File: src/sv/shc_pkg.sv
`timescale 1ns / 1ps
// ----------------------------------------------------------------------------
// SPI HCI host sequencer package
// Shared item and result types and the event, phase and command codes.
// ----------------------------------------------------------------------------
package shc_pkg;

	// Event codes carried by the mode field of an input item.
	typedef enum logic [2:0] {
		MODE_POLL     = 3'd0,
		MODE_CMD_DONE = 3'd1,
		MODE_RX_BYTE  = 3'd2,
		MODE_DATA_END = 3'd3,
		MODE_HOST_TX  = 3'd4,
		MODE_HOST_RX  = 3'd5
	} mode_t;

	// Transaction phase.
	typedef enum logic [2:0] {
		PH_IDLE    = 3'd0,
		PH_RX_CMD  = 3'd1,
		PH_RX_DATA = 3'd2,
		PH_TX_RDY  = 3'd3,
		PH_TX_CMD  = 3'd4,
		PH_TX_DATA = 3'd5
	} phase_t;

	// Bus action requested for this step.
	typedef enum logic [2:0] {
		CMD_NONE  = 3'd0,
		CMD_READ  = 3'd1,
		CMD_WRITE = 3'd2,
		CMD_RX    = 3'd3,
		CMD_TX    = 3'd4
	} cmd_t;

	// Slave status byte that means the slave is ready.
	localparam logic [7:0] STS_READY = 8'hC0;
	// Command bytes sent on the bus outside this block.
	localparam logic [7:0] SPI_READ_OPCODE  = 8'h81;
	localparam logic [7:0] SPI_WRITE_OPCODE = 8'h42;

	typedef struct packed {
		mode_t       mode;
		logic        rdy;
		logic [7:0]  sts_first;
		logic [7:0]  sts_second;
		logic [7:0]  data_byte;
		logic [15:0] length;
	} item_t;

	typedef struct packed {
		logic       cs_n;
		cmd_t       spi_cmd;
		logic [7:0] xfer_len;
		logic [7:0] host_byte;
		logic       host_byte_valid;
		logic       rx_done;
		logic       tx_done;
		phase_t     phase;
	} result_t;

endpackage

File: src/sv/shc_item_if.sv
`timescale 1ns / 1ps
// ----------------------------------------------------------------------------
// Input event channel
// Valid/ready channel that carries one sequencer event per transfer.
// ----------------------------------------------------------------------------
interface shc_item_if;
	logic        valid;
	logic        ready;
	logic [2:0]  mode;
	logic        rdy;
	logic [7:0]  sts_first;
	logic [7:0]  sts_second;
	logic [7:0]  data_byte;
	logic [15:0] length;

	modport source (
		output valid, mode, rdy, sts_first, sts_second, data_byte, length,
		input  ready
	);
	modport sink (
		input  valid, mode, rdy, sts_first, sts_second, data_byte, length,
		output ready
	);
endinterface

File: src/sv/shc_result_if.sv
`timescale 1ns / 1ps
// ----------------------------------------------------------------------------
// Result channel
// Valid/ready channel that carries one sequencer result per transfer.
// ----------------------------------------------------------------------------
interface shc_result_if;
	logic       valid;
	logic       ready;
	logic       cs_n;
	logic [2:0] spi_cmd;
	logic [7:0] xfer_len;
	logic [7:0] host_byte;
	logic       host_byte_valid;
	logic       rx_done;
	logic       tx_done;
	logic [2:0] phase;

	modport source (
		output valid, cs_n, spi_cmd, xfer_len, host_byte, host_byte_valid,
		       rx_done, tx_done, phase,
		input  ready
	);
	modport sink (
		input  valid, cs_n, spi_cmd, xfer_len, host_byte, host_byte_valid,
		       rx_done, tx_done, phase,
		output ready
	);
endinterface

File: src/sv/shc_ring.sv
`timescale 1ns / 1ps
// ----------------------------------------------------------------------------
// Receive ring memory
// Byte memory with one write port and one registered read port. The read
// port prefetches the entry at the next tail, with write-to-read forwarding.
// ----------------------------------------------------------------------------
module shc_ring #(
	parameter int DEPTH = 128,
	parameter int AW    = $clog2(DEPTH)
) (
	input  logic          clk,
	input  logic          wr_en,
	input  logic [AW-1:0] wr_addr,
	input  logic [7:0]    wr_data,
	input  logic [AW-1:0] rd_addr,
	output logic [7:0]    rd_data
);

	logic [7:0] mem [DEPTH];
	logic [7:0] rd_q;

	// Write port.
	always_ff @(posedge clk) begin
		if (wr_en) begin
			mem[wr_addr] <= wr_data;
		end
	end

	// Registered read, forwarding a byte written to the same entry this cycle.
	always_ff @(posedge clk) begin
		if (wr_en && (wr_addr == rd_addr)) begin
			rd_q <= wr_data;
		end else begin
			rd_q <= mem[rd_addr];
		end
	end

	assign rd_data = rd_q;

endmodule

File: src/sv/shc_ctrl.sv
`timescale 1ns / 1ps
// ----------------------------------------------------------------------------
// Sequencer step logic
// Holds the transaction state and computes one step per registered event:
// host pop from the ring, then the event itself.
// ----------------------------------------------------------------------------
module shc_ctrl #(
	parameter int RING_DEPTH = 128,
	parameter int RX_CHUNK   = 64,
	parameter int AW         = $clog2(RING_DEPTH)
) (
	input  logic            clk,
	input  logic            arst_n,
	input  logic            step,
	input  shc_pkg::item_t  item,
	input  logic [7:0]      rd_data,
	output shc_pkg::result_t result,
	output logic            wr_en,
	output logic [AW-1:0]   wr_addr,
	output logic [7:0]      wr_data,
	output logic [AW-1:0]   rd_addr
);
	import shc_pkg::*;

	localparam int FW = $clog2(RING_DEPTH + 1);
	// Largest fill level that still leaves room for a full read chunk.
	localparam int RD_ROOM = RING_DEPTH - RX_CHUNK;
	localparam logic [7:0] CHUNK_MAX = 8'(RX_CHUNK);
	localparam logic [AW-1:0] LAST_IDX = AW'(RING_DEPTH - 1);
	localparam logic [FW-1:0] FILL_FULL = FW'(RING_DEPTH);

	phase_t        phase_q, phase_d;
	logic          cs_q, cs_d;
	logic [AW-1:0] head_q, head_d;
	logic [AW-1:0] tail_q, tail_d;
	logic [FW-1:0] fill_q, fill_d;
	logic [7:0]    rx_len_q, rx_len_d;
	logic [7:0]    rx_got_q, rx_got_d;
	logic [15:0]   tx_rem_q, tx_rem_d;
	logic [7:0]    tx_len_q, tx_len_d;
	logic [15:0]   want_q, want_d;

	logic [15:0]   want_cur;
	logic          pop;
	logic [FW-1:0] fill_p;
	logic          do_poll;
	logic [15:0]   tx_left;

	// Step logic: host pop first, then the event.
	always_comb begin
		phase_d  = phase_q;
		cs_d     = cs_q;
		head_d   = head_q;
		tail_d   = tail_q;
		rx_len_d = rx_len_q;
		rx_got_d = rx_got_q;
		tx_rem_d = tx_rem_q;
		tx_len_d = tx_len_q;
		wr_en    = 1'b0;
		do_poll  = 1'b0;
		tx_left  = 16'd0;
		result   = '0;
		result.spi_cmd = CMD_NONE;

		// Host receive request and byte delivery.
		want_cur = (item.mode == MODE_HOST_RX) ? item.length : want_q;
		pop      = (want_cur != 16'd0) && (fill_q != '0);
		want_d   = want_cur - {15'd0, pop};
		fill_p   = fill_q - {{(FW-1){1'b0}}, pop};
		if (pop) begin
			tail_d = (tail_q == LAST_IDX) ? '0 : tail_q + 1'b1;
			result.host_byte       = rd_data;
			result.host_byte_valid = 1'b1;
			result.rx_done         = (want_cur == 16'd1);
		end
		fill_d = fill_p;

		case (item.mode)
			MODE_POLL, MODE_HOST_RX: begin
				do_poll = 1'b1;
			end
			MODE_HOST_TX: begin
				tx_rem_d = item.length;
				do_poll  = 1'b1;
			end
			MODE_CMD_DONE: begin
				if (phase_q == PH_RX_CMD) begin
					if (item.sts_first != STS_READY) begin
						cs_d    = 1'b1;
						phase_d = PH_IDLE;
					end else begin
						rx_len_d = (item.sts_second < CHUNK_MAX) ? item.sts_second : CHUNK_MAX;
						rx_got_d = 8'd0;
						result.spi_cmd  = CMD_RX;
						result.xfer_len = rx_len_d;
						phase_d = PH_RX_DATA;
					end
				end else if (phase_q == PH_TX_CMD) begin
					if ((item.sts_first != STS_READY) || (item.sts_second == 8'd0)) begin
						cs_d    = 1'b1;
						phase_d = PH_IDLE;
					end else begin
						tx_len_d = (tx_rem_q < {8'd0, item.sts_second}) ?
							tx_rem_q[7:0] : item.sts_second;
						result.spi_cmd  = CMD_TX;
						result.xfer_len = tx_len_d;
						phase_d = PH_TX_DATA;
					end
				end
			end
			MODE_RX_BYTE: begin
				if ((phase_q == PH_RX_DATA) && (rx_got_q < rx_len_q) &&
				    (fill_p < FILL_FULL)) begin
					wr_en    = 1'b1;
					head_d   = (head_q == LAST_IDX) ? '0 : head_q + 1'b1;
					fill_d   = fill_p + 1'b1;
					rx_got_d = rx_got_q + 8'd1;
				end
			end
			MODE_DATA_END: begin
				if (phase_q == PH_RX_DATA) begin
					cs_d     = 1'b1;
					phase_d  = PH_IDLE;
					rx_len_d = 8'd0;
					rx_got_d = 8'd0;
				end else if (phase_q == PH_TX_DATA) begin
					tx_left  = (tx_rem_q > {8'd0, tx_len_q}) ?
						tx_rem_q - {8'd0, tx_len_q} : 16'd0;
					tx_rem_d = tx_left;
					tx_len_d = 8'd0;
					if (tx_left != 16'd0) begin
						cs_d    = 1'b0;
						phase_d = PH_TX_RDY;
					end else begin
						cs_d    = 1'b1;
						phase_d = PH_IDLE;
						result.tx_done = 1'b1;
					end
				end
			end
			default: begin
			end
		endcase

		// Poll: start a read when there is room, else a pending write.
		if (do_poll) begin
			if (phase_q == PH_IDLE) begin
				if (item.rdy && (int'(fill_p) <= RD_ROOM)) begin
					cs_d    = 1'b0;
					phase_d = PH_RX_CMD;
					result.spi_cmd = CMD_READ;
				end else if (tx_rem_d != 16'd0) begin
					cs_d    = 1'b0;
					phase_d = PH_TX_RDY;
				end
			end else if (phase_q == PH_TX_RDY) begin
				if (item.rdy) begin
					phase_d = PH_TX_CMD;
					result.spi_cmd = CMD_WRITE;
				end
			end
		end

		result.cs_n  = cs_d;
		result.phase = phase_d;
	end

	assign wr_addr = head_q;
	assign wr_data = item.data_byte;
	// Prefetch the entry that will be at the tail for the next step.
	assign rd_addr = step ? tail_d : tail_q;

	// State registers, updated only when a step runs.
	always_ff @(posedge clk or negedge arst_n) begin
		if (!arst_n) begin
			phase_q  <= PH_IDLE;
			cs_q     <= 1'b1;
			head_q   <= '0;
			tail_q   <= '0;
			fill_q   <= '0;
			rx_len_q <= 8'd0;
			rx_got_q <= 8'd0;
			tx_rem_q <= 16'd0;
			tx_len_q <= 8'd0;
			want_q   <= 16'd0;
		end else if (step) begin
			phase_q  <= phase_d;
			cs_q     <= cs_d;
			head_q   <= head_d;
			tail_q   <= tail_d;
			fill_q   <= fill_d;
			rx_len_q <= rx_len_d;
			rx_got_q <= rx_got_d;
			tx_rem_q <= tx_rem_d;
			tx_len_q <= tx_len_d;
			want_q   <= want_d;
		end
	end

	// The ring never holds more bytes than it has entries.
	a_fill_bound: assert property (@(posedge clk) disable iff (!arst_n)
		fill_q <= FILL_FULL)
		else $error("ring fill exceeds depth");

	// Chip select is released exactly when the sequencer is idle.
	a_cs_phase: assert property (@(posedge clk) disable iff (!arst_n)
		cs_q == (phase_q == PH_IDLE))
		else $error("chip select disagrees with phase");

	// A read chunk never takes more bytes than its length.
	a_chunk_bound: assert property (@(posedge clk) disable iff (!arst_n)
		rx_got_q <= rx_len_q)
		else $error("read chunk overrun");

	// Ring pointers move only when a step runs.
	a_ptr_hold: assert property (@(posedge clk) disable iff (!arst_n)
		!step |=> ($stable(tail_q) && $stable(head_q)))
		else $error("ring pointer moved without a step");

endmodule

File: src/sv/spi_hci_host_transaction_controller.sv
`timescale 1ns / 1ps
// ----------------------------------------------------------------------------
// SPI HCI host transaction controller
// Sequences SPI read and write transactions with an HCI slave, buffers
// received bytes in a ring and hands them to the host one per event.
// ----------------------------------------------------------------------------
// Flow: an accepted event lands in the input register, its step runs once the
// result register is free or its result is being taken, and its result is then
// registered in the result register and offered.
// Throughput: one event per cycle while results are taken; the step logic and
// the ring's single registered read port, prefetching the next tail entry, set it.
// Reset: arst_n clears all control state to idle with chip select released;
// ring contents are not cleared and no clearing pass is needed.
module spi_hci_host_transaction_controller #(
	parameter int RING_DEPTH = 128,
	parameter int RX_CHUNK   = 64
) (
	input logic           clk,
	input logic           arst_n,
	shc_item_if.sink      in_ch,
	shc_result_if.source  out_ch
);
	import shc_pkg::*;

	localparam int AW = $clog2(RING_DEPTH);

	logic          valid_s1;
	item_t         item_s1;
	logic          out_valid_q;
	result_t       result_q;
	result_t       result_d;
	logic          step;
	logic          wr_en;
	logic [AW-1:0] wr_addr;
	logic [7:0]    wr_data;
	logic [AW-1:0] rd_addr;
	logic [7:0]    rd_data;

	// A step runs when an event is held and the result register is free or being read.
	assign step        = valid_s1 && (!out_valid_q || out_ch.ready);
	assign in_ch.ready = !valid_s1 || step;

	// Input register.
	always_ff @(posedge clk or negedge arst_n) begin
		if (!arst_n) begin
			valid_s1 <= 1'b0;
		end else if (in_ch.ready) begin
			valid_s1 <= in_ch.valid;
		end
	end

	always_ff @(posedge clk) begin
		if (in_ch.valid && in_ch.ready) begin
			item_s1.mode       <= mode_t'(in_ch.mode);
			item_s1.rdy        <= in_ch.rdy;
			item_s1.sts_first  <= in_ch.sts_first;
			item_s1.sts_second <= in_ch.sts_second;
			item_s1.data_byte  <= in_ch.data_byte;
			item_s1.length     <= in_ch.length;
		end
	end

	shc_ring #(
		.DEPTH (RING_DEPTH)
	) u_ring (
		.clk     (clk),
		.wr_en   (wr_en && step),
		.wr_addr (wr_addr),
		.wr_data (wr_data),
		.rd_addr (rd_addr),
		.rd_data (rd_data)
	);

	shc_ctrl #(
		.RING_DEPTH (RING_DEPTH),
		.RX_CHUNK   (RX_CHUNK)
	) u_ctrl (
		.clk     (clk),
		.arst_n  (arst_n),
		.step    (step),
		.item    (item_s1),
		.rd_data (rd_data),
		.result  (result_d),
		.wr_en   (wr_en),
		.wr_addr (wr_addr),
		.wr_data (wr_data),
		.rd_addr (rd_addr)
	);

	// Result register.
	always_ff @(posedge clk or negedge arst_n) begin
		if (!arst_n) begin
			out_valid_q <= 1'b0;
		end else if (step) begin
			out_valid_q <= 1'b1;
		end else if (out_ch.ready) begin
			out_valid_q <= 1'b0;
		end
	end

	always_ff @(posedge clk) begin
		if (step) begin
			result_q <= result_d;
		end
	end

	assign out_ch.valid           = out_valid_q;
	assign out_ch.cs_n            = result_q.cs_n;
	assign out_ch.spi_cmd         = result_q.spi_cmd;
	assign out_ch.xfer_len        = result_q.xfer_len;
	assign out_ch.host_byte       = result_q.host_byte;
	assign out_ch.host_byte_valid = result_q.host_byte_valid;
	assign out_ch.rx_done         = result_q.rx_done;
	assign out_ch.tx_done         = result_q.tx_done;
	assign out_ch.phase           = result_q.phase;

	// A held event is never dropped while the result side stalls.
	a_hold_s1: assert property (@(posedge clk) disable iff (!arst_n)
		(valid_s1 && !step) |=> valid_s1)
		else $error("held event lost");

	// A step always leaves a result to be offered.
	a_step_out: assert property (@(posedge clk) disable iff (!arst_n)
		step |=> out_valid_q)
		else $error("step without result");

	// An undelivered host byte reads as zero.
	a_byte_zero: assert property (@(posedge clk) disable iff (!arst_n)
		(out_valid_q && !result_q.host_byte_valid) |-> (result_q.host_byte == 8'd0))
		else $error("host byte set without delivery");

endmodule
File: src/flat_wrapper.sv
// flat-port wrapper written by rule: the top's interface ports become plain ports
module spi_hci_host_transaction_controller_flat import shc_pkg::*;
#(
	parameter int RING_DEPTH = 128,
	parameter int RX_CHUNK   = 64
)
  (clk, arst_n, in_ch_valid, in_ch_mode, in_ch_rdy, in_ch_sts_first, in_ch_sts_second, in_ch_data_byte, in_ch_length, in_ch_ready, out_ch_valid, out_ch_cs_n, out_ch_spi_cmd, out_ch_xfer_len, out_ch_host_byte, out_ch_host_byte_valid, out_ch_rx_done, out_ch_tx_done, out_ch_phase, out_ch_ready);
  shc_item_if in_ch_i ();
  shc_result_if out_ch_i ();
  input logic clk;
  input logic arst_n;
  input wire logic [$bits(in_ch_i.valid)-1:0] in_ch_valid;
  input wire logic [$bits(in_ch_i.mode)-1:0] in_ch_mode;
  input wire logic [$bits(in_ch_i.rdy)-1:0] in_ch_rdy;
  input wire logic [$bits(in_ch_i.sts_first)-1:0] in_ch_sts_first;
  input wire logic [$bits(in_ch_i.sts_second)-1:0] in_ch_sts_second;
  input wire logic [$bits(in_ch_i.data_byte)-1:0] in_ch_data_byte;
  input wire logic [$bits(in_ch_i.length)-1:0] in_ch_length;
  output wire logic [$bits(in_ch_i.ready)-1:0] in_ch_ready;
  output wire logic [$bits(out_ch_i.valid)-1:0] out_ch_valid;
  output wire logic [$bits(out_ch_i.cs_n)-1:0] out_ch_cs_n;
  output wire logic [$bits(out_ch_i.spi_cmd)-1:0] out_ch_spi_cmd;
  output wire logic [$bits(out_ch_i.xfer_len)-1:0] out_ch_xfer_len;
  output wire logic [$bits(out_ch_i.host_byte)-1:0] out_ch_host_byte;
  output wire logic [$bits(out_ch_i.host_byte_valid)-1:0] out_ch_host_byte_valid;
  output wire logic [$bits(out_ch_i.rx_done)-1:0] out_ch_rx_done;
  output wire logic [$bits(out_ch_i.tx_done)-1:0] out_ch_tx_done;
  output wire logic [$bits(out_ch_i.phase)-1:0] out_ch_phase;
  input wire logic [$bits(out_ch_i.ready)-1:0] out_ch_ready;
  assign in_ch_i.valid = in_ch_valid;
  assign in_ch_i.mode = in_ch_mode;
  assign in_ch_i.rdy = in_ch_rdy;
  assign in_ch_i.sts_first = in_ch_sts_first;
  assign in_ch_i.sts_second = in_ch_sts_second;
  assign in_ch_i.data_byte = in_ch_data_byte;
  assign in_ch_i.length = in_ch_length;
  assign in_ch_ready = in_ch_i.ready;
  assign out_ch_valid = out_ch_i.valid;
  assign out_ch_cs_n = out_ch_i.cs_n;
  assign out_ch_spi_cmd = out_ch_i.spi_cmd;
  assign out_ch_xfer_len = out_ch_i.xfer_len;
  assign out_ch_host_byte = out_ch_i.host_byte;
  assign out_ch_host_byte_valid = out_ch_i.host_byte_valid;
  assign out_ch_rx_done = out_ch_i.rx_done;
  assign out_ch_tx_done = out_ch_i.tx_done;
  assign out_ch_phase = out_ch_i.phase;
  assign out_ch_i.ready = out_ch_ready;
  spi_hci_host_transaction_controller #(.RING_DEPTH(RING_DEPTH), .RX_CHUNK(RX_CHUNK)) u_core (.clk(clk), .arst_n(arst_n), .in_ch(in_ch_i), .out_ch(out_ch_i));
endmodule
File: config.mk
export PLATFORM = sky130hd
export DESIGN_NAME = spi_hci_host_transaction_controller_flat
export DESIGN_NICKNAME = d
export VERILOG_FILES = /design/src/sv/shc_pkg.sv /design/src/sv/shc_item_if.sv /design/src/sv/shc_result_if.sv /design/src/sv/shc_ring.sv /design/src/sv/shc_ctrl.sv /design/src/sv/spi_hci_host_transaction_controller.sv /design/src/flat_wrapper.sv
export SDC_FILE = /design/constraint.sdc
export NUM_CORES = 1
export LEC_CHECK = 0
export ABC_AREA = 1
export BUFFER_PORTS_ARGS = -buffer_cell sky130_fd_sc_hd__buf_2
export CAP_MARGIN = 0
export CORE_UTILIZATION = 43
export CTS_CLUSTER_SIZE = 16
export DETAILED_ROUTE_END_ITERATION = 8
export RECOVER_POWER = 25
export SLEW_MARGIN = 0
export SYNTH_ARGS = -nofsm -noshare
export SYNTH_HDL_FRONTEND = slang
export SYNTH_SLANG_ARGS = --single-unit
File: constraint.sdc
create_clock -name clk -period 4.7 [get_ports clk]
set_input_delay 0.94 -clock clk [delete_from_list [all_inputs] [get_ports clk]]
set_output_delay 0.94 -clock clk [all_outputs]
set_load 0.05 [all_outputs]
==> out/metrics.cfg, run 1 <==
[critical_path]
crit_required_ns = 5.04
critPathMaxFanout = 12
start_kind = flop
crit_path_end_kind = flop
path_class = flop to flop
cp.arrival_ns = 4.83

[clock_tree]
clockRootBuffer = clkbuf_16
cts_max_level = 3
clkLatencyLatePin_ns = 0.73
cts_buffers = 117
cts_tree = yes
cts_max_path_buffers = 3
cts_sinks = 1185
cts_hold_buf = 0
clk_pin_slew_ns = 0.06

[synthesis]
synthesis.nets = 4271
synth.area.top_cells = edfxtp_1 66%, o21ai_0 7.1%, nor2_1 6.5%
netlist_instances = 4191
ys_ff_latch = 1185
yosysTopAreaCellShare_pct = 66.3
syn_area_um2 = 49600
yosys_warnings = 0
synth_area_per_cell_um2 = 11.8
synth_largest_area_cell = edfxtp_1
async_flop_share_pct = 7.09
synth_ff_type = edfxtp_1
synth_edf_count = 1094
ys_types = 57
yosysSeqAreaShare_pct = 70.8

[cells_and_area]
n_antenna_cell = 0
final_util_pct = 49.0
nNetsFinal = 4349
final_common_cell = edfxtp_1
layout_common_cells = 1094 x edfxtp_1, 803 x nor2_1, 707 x o21ai_0, 312 x nand2_1, 286 x o22ai_1
final_area_um2 = 56000
final_cells = 5883
synthToLayoutAreaGrowth_pct = 13.1
drive_gt1_share_pct = 11.9

[route]
wirelength_um = 137000
drt-initial-drc-count = 3731
viasPerCell = 5.74
dr.pass1.iters = 6
route.detailed.drc = 0
drtAntennaViolNets = 0
wl_per_cell_um = 23.2
vias = 33800

[floorplan]
ios = 76
core_um2 = 114000
die_area_um2 = 117000
fp-row-count = 124
start_util_pct = 43.3
die_w_um = 342
die_height_um = 342

[min_path]
hold_path_class = primary input to flop

[timing]
finalHoldViolCount = 0
fmax_ghz = 0.223
hold_slack_ns = 0.400
fin_crit_sh_pct = 95.6
period_needed_ns = 4.49
finClkSkew_ns = 0.0369
max-slew-margin-rel_pct = -161
setup_viol = 0
worst_pin_slew_ns = 3.91
grt_setup_unrepaired = true
slew_viol_final = 1132

[placement]
hpwl_um = 78800
place_area_um2 = 52000
portBuffers = 75
gp_congestion = 0.905
placed_cells = 5658

[outcome]
outcome = finished, violations left
failed_checks = capacitance limit, slew limit

[global_route]
gr-total-overflow = 0
track_usage_pct = 23.1
antenna_found_initial = 3
grt_max_degree = 225
grt_pass1_vias = 32800
grt_first_pass_wirelength_um = 203000

[pwr]
powerDensity_nw_per_um2 = 589
vdd_drop_max_mv = 0.561
total_power_uw = 33000
p_leak_uw = 0.0190

[run]
max_cap_violations = 10

==> timing repair <==
item | 4_1_cts | 5_1_grt
pin swaps | 0 | 0
gates cloned | 0 | 1
setup buffers | 0 | 3
setup endpoints to repair | 10 | 710
resized for setup | 2 | 71
==> kinds of logic after synthesis <==
| kind of cell | share of synthesized area, % |
|---|---|
| xor gates and xnor gates | 0.492 |
| adders and majority gates | 0.823 |
| buffers and inverters | 3.48 |
| muxes | 0.0656 |
| and+or+nand+nor | 11.7 |
| DFF | 70.8 |
| AOI/OAI and AO/OA | 12.7 |
==> state kept, by name, indices dropped and copies added (netlist names), 3 cells and up, named ones only <==
signal                   cells
u_core.u_ctrl.tx_len_q       8
u_core.u_ctrl.phase_q        3
u_core.u_ctrl.tx_rem_q      16
u_core.out_ch.host_byte      8
u_core.u_ctrl.wr_addr        7
u_core.item_s1              44
u_core.u_ctrl.fill_q         8
u_core.out_ch.xfer_len       8
u_core.out_ch.phase          3
u_core.u_ctrl.tail_q         7
u_core.u_ctrl.want_q        16
u_core.u_ctrl.rx_len_q       8
u_core.u_ring.mem         1024
u_core.u_ctrl.rx_got_q       8
u_core.out_ch.spi_cmd        3
==> critical path: stages, from the launching register on <==
cell and delay (ns):
edfxtp_1 0.44, inv_2 0.16, nand3_4 0.18, or2_2 0.32, o21ai_0 0.14, nand4_1 0.15
nor3_2 0.18, nand3_1 0.14, nand2_2 0.10, inv_2 0.04, ha_1 0.21, nand4_1 0.12
or2_1 0.13, nor2_1 0.06, xor2_2 0.18, nor3_4 0.27, nand3_4 0.21, nor2_4 0.20
nand3_2 0.09, buf_4 0.28, nor2_1 0.51
==> routing by layer <==
layer	up-vias	share of wire, %	track usage, %
met5	-	0.0081	0
met4	2	3.2	7.68
met3	231	8.3	4.47
met2	1574	46	36.1
met1	16500	43	32.5
li1	15400	-	-
==> cell usage after synthesis, drive strengths merged (14+ instances only) <==
cell type / n
edfxtp: 1094
nor2: 871
o21ai: 731
nand2: 328
o22ai: 286
clkbuf: 189
inv: 173
nand3: 111
dfrtp: 83
buf: 60
o221ai: 39
nand4: 34
ha: 31
o211ai: 24
a21oi: 22
nor3: 19
xor2: 19
or2: 18
a31oi: 14
==> worst paths after layout <==
kind                                                  startpoint                                     to  slack, ns  cells past startpoint
max in group asynchronous                                 arst_n   u_core.u_ctrl.wr_addr[2]$_DFFE_PN0P_       1.21                      1
min in group asynchronous                                 arst_n  u_core.u_ctrl.tx_len_q[7]$_DFFE_PN0P_       1.44                      1
hold reg to reg            u_core.u_ctrl.rx_len_q[7]$_DFFE_PN0P_  u_core.u_ctrl.rx_len_q[7]$_DFFE_PN0P_       0.48                      2
hold / removal                               in_ch_sts_second[7]           u_core.item_s1[31]$_DFFE_PP_       0.40                      1
setup / recovery                    u_core.item_s1[42]$_DFFE_PP_      u_core.u_ring.mem[1][0]$_DFFE_PP_       0.21                     20
setup reg to reg                    u_core.item_s1[42]$_DFFE_PP_      u_core.u_ring.mem[1][0]$_DFFE_PP_       0.21                     20
==> power breakdown <==
part           total [uW]  switching [uW]  internal (uW)  leakage [uW]
registers           12600             513          12100        0.0110
logic               10900            7910           2990       0.00610
clock network        9540            4100           5450       0.00187
==> area by class of cell <==
| type | count | area, um^2 |
|---|---|---|
| fillers | 10000 | 58300 |
| flip-flops and latches | 1185 | 35100 |
| multi-input cells | 2582 | 13000 |
| clock buffers | 136 | 3020 |
| well taps | 1512 | 1890 |
| repair buffers | 207 | 1470 |
| clock inverters | 85 | 892 |
| inverters | 176 | 679 |
==> per-stage QoR <==
| step | setup WS (ns) | TNS (ns) |
|---|---|---|
| 6_report | 0.209 | 0 |
| 3_3_place_gp | 0.0610 | 0 |
| 5_1_grt | -0.173 | -6.46 |
| 3_5_place_dp | 0.000205 | 0 |
| 4_1_cts | -0.00822 | -0.0715 |
| 2_1_floorplan | 0.573 | 0 |
Note: power is estimated with default switching activity, not from simulation.
==> run 2, diff against run 1 <==
ABC_AREA = unset   (was 1)
CELL_PAD_IN_SITES_DETAIL_PLACEMENT = 0   (was unset)
CELL_PAD_IN_SITES_GLOBAL_PLACEMENT = 1   (was unset)
CTS_CLUSTER_DIAMETER = 200   (was unset)
PLACE_DENSITY_LB_ADDON = 0.1   (was unset)
==> run 2 against run 1 <==
The flow still finishes with violations (capacitance limit, slew limit); non-clock buffer count rose by 69; critical path depth rose by 1; flip-flop and latch count did not move; critical path type unchanged; critical endpoint is now u_core.u_ring.mem[54][7]$_DFFE_PP_.
==> out/metrics.cfg, run 2 <==
[synthesis]
yosysTopAreaCellShare_pct = 68.2  ; +1.9 points
yosysSeqAreaShare_pct = 72.9  ; +2.1 points
synth_area_per_cell_um2 = 19.2  ; +62%
ys_top_cells_by_count = 1094 x edfxtp_1, 336 x mux4_2, 219 x nor2_1, 106 x nand2_1, 87 x clkbuf_1
synthesis.nets = 2590  ; -39%
async_flop_share_pct = 7.09  ; unchanged
ys_types = 82  ; +44%
netlist_instances = 2510  ; -40%
synth_largest_area_cell = edfxtp_1
synth.area.top_cells = edfxtp_1 68%, mux4_2 16%, dfrtp_1 4.3%
ys_ff_latch = 1185  ; unchanged
yosys_warnings = 0  ; unchanged
synth_ff_type = edfxtp_1
yosysMostFrequentCell = edfxtp_1
syn_area_um2 = 48200  ; -2.8%
synth_edf_count = 1094  ; unchanged

[floorplan]
die_w_um = 337  ; -1.4%
die_height_um = 337  ; -1.4%
start_util_pct = 43.5  ; +0.11 points
fp-row-count = 122  ; -1.6%
core_um2 = 111000  ; -3.1%
die_area_um2 = 113000  ; -2.8%
ios = 76  ; unchanged

[outcome]
outcome = finished, violations left
failed_checks = capacitance limit, slew limit

[timing]
fin_crit_sh_pct = 96.0  ; +0.44 points
max-slew-margin-rel_pct = -121  ; +40 points
worst_pin_slew_ns = 3.31  ; -0.602 ns
finClkSkew_ns = 0.0328  ; -0.00406 ns
slew_viol_final = 882  ; -22%
fmax_ghz = 0.222  ; -0.45%
period_needed_ns = 4.51  ; +0.0205 ns
setup_viol = 0  ; unchanged
finalHoldViolCount = 0  ; unchanged
layout_setup_ws_ns = 0.188  ; -0.0205 ns

[cells_and_area]
layout_common_cells = 1094 x edfxtp_1, 336 x mux4_2, 137 x buf_4, 121 x nor2_1, 103 x nand2_1
n_antenna_cell = 0  ; unchanged
nNetsFinal = 2825  ; -35%
reg_top3 = u_core.u_ring.mem: 1024 flops, u_core.item_s1: 44 flops
final_util_pct = 49.7  ; +0.68 points
synthToLayoutAreaGrowth_pct = 14.3
largest_register_ffs = 1024  ; unchanged
drive_gt1_share_pct = 30.5  ; +19 points
final_cells = 4269  ; -27%
regMostFlops = u_core.u_ring.mem
final_area_um2 = 55100  ; -1.7%
final_common_cell = edfxtp_1

[global_route]
gr-total-overflow = 0  ; unchanged
grt_first_pass_wirelength_um = 179000  ; -12%
grt_pass1_vias = 25300  ; -23%
track_usage_pct = 21.9  ; -1.2 points
antenna_found_initial = 11  ; +8
grt_max_degree = 129  ; -43%

[pwr]
p_leak_uw = 0.0174  ; -8.2%
total_power_uw = 27300  ; -17%
vdd_drop_max_mv = 0.279  ; -50%
powerDensity_nw_per_um2 = 496  ; -16%

[route]
dr.pass1.iters = 5  ; -1
drtAntennaViolNets = 0  ; unchanged
wl_per_cell_um = 28.7  ; +23%
vias = 24700  ; -27%
route.detailed.drc = 0  ; unchanged
wirelength_um = 122000  ; -10%
viasPerCell = 5.79  ; +0.93%
drt-initial-drc-count = 2255  ; -40%

[placement]
pre_cts_ws_ns = -0.0941  ; -0.0943 ns
gp_congestion = 0.806  ; -11%
place_area_um2 = 52500  ; +1.0%
hpwl_um = 77900  ; -1.2%
placed_cells = 4138  ; -27%
portBuffers = 75  ; unchanged

[clock_tree]
cts_hold_buf = 0  ; unchanged
cts_tree = yes
clkLatencyLatePin_ns = 0.69  ; -0.04 ns
clockRootBuffer = clkbuf_16
cts_max_level = 3  ; unchanged
cts_max_path_buffers = 3  ; unchanged
cts_sinks = 1185  ; unchanged
cts_buffers = 84  ; -28%
clk_pin_slew_ns = 0.08  ; +0.02 ns

[critical_path]
critPathMaxFanout = 8  ; -4
start_kind = flop
path_class = flop to flop
crit_path_end_kind = flop
crit_required_ns = 5.08  ; +0.04 ns
cp.arrival_ns = 4.90  ; +0.07 ns

[run]
max_cap_violations = 9  ; -1

[min_path]
hold_path_class = primary input to flop

## run 2: worst paths after layout
check	from	end	slack, ns	depth (start not counted)
hold reg to reg	u_core.u_ctrl.rx_len_q[0]$_DFFE_PN0P_	u_core.u_ctrl.rx_len_q[0]$_DFFE_PN0P_	0.48	2
setup reg to reg	u_core.item_s1[42]$_DFFE_PP_	u_core.u_ring.mem[54][7]$_DFFE_PP_	0.19	21
setup / recovery	u_core.item_s1[42]$_DFFE_PP_	u_core.u_ring.mem[54][7]$_DFFE_PP_	0.19	21
hold / removal	in_ch_length[7]	u_core.item_s1[7]$_DFFE_PP_	0.44	1
min in group asynchronous	arst_n	u_core.u_ctrl.tail_q[1]$_DFF_PN0_	0.78	1
max in group asynchronous	arst_n	u_core.u_ctrl.cs_q$_DFFE_PN1P_	2.63	2
## run 2: logic make-up after synthesis
family / share of synthesized area, %
buf+inv: 1.40
flops: 72.9
mux: 16.3
fa+ha+maj: 0.847
xor+xnor: 0.691
compound gates: 3.03
simple gates: 4.89
## run 2: through the flow
stage / TNS, ns / hold slack (ns)
finish: 0 / 0.437
global route: -2.40 / 0.391
CTS: 0 / 0.379
detailed placement: -5.79 / 0.459
global placement: -12.35 / 0.465
floorplan: -72.26 / 0.438
## run 2: timing repair
item                                    in CTS  in global routing
setup buffers                                0                  8
resized for setup                            4                 35
endpoints found under the setup margin     413                918
gates cloned                                 0                  2
pin swaps                                    0                 14
## run 2: layer usage
layer | GRT usage (%) | up-vias | share of wire, %
li1 | - | 10700 | -
met1 | 30.9 | 13100 | 43
met2 | 34.7 | 801 | 48
met3 | 4.22 | 182 | 6.1
met4 | 6.33 | 10 | 2.9
met5 | 0 | - | 0.059
## run 2: critical path, cell delays in order (launching register included)
cell	delay, ns
edfxtp_1	0.40
nand3b_1	0.24
buf_12	0.19
nor3_4	0.24
o2111ai_4	0.18
nor4_4	0.33
a21o_1	0.21
inv_4	0.05
ha_4	0.15
or3b_4	0.24
nor3_4	0.04
nand2_2	0.07
xnor2_2	0.08
or3_4	0.39
buf_4	0.17
nor3_4	0.17
buf_4	0.19
nand4_1	0.11
buf_4	0.19
buf_4	0.18
nor2_2	0.18
buf_4	0.20
## run 2: final cells by class
cell class                 instances  area [um^2]
fill                            9028        55800
inverter                          42          160
sequential                      1185        35100
clock inverter                     5         77.6
tap                             1488         1860
timing repair buffer             276         2460
clock buffer                     117         2250
multi-input combinational       1156        13100
## run 2: report_power, final
group	total, uW	internal, uW	switching (uW)
registers	12700	11900	766
clock network	6840	3330	3510
logic	7810	3680	4130
total	27300	18900	8400
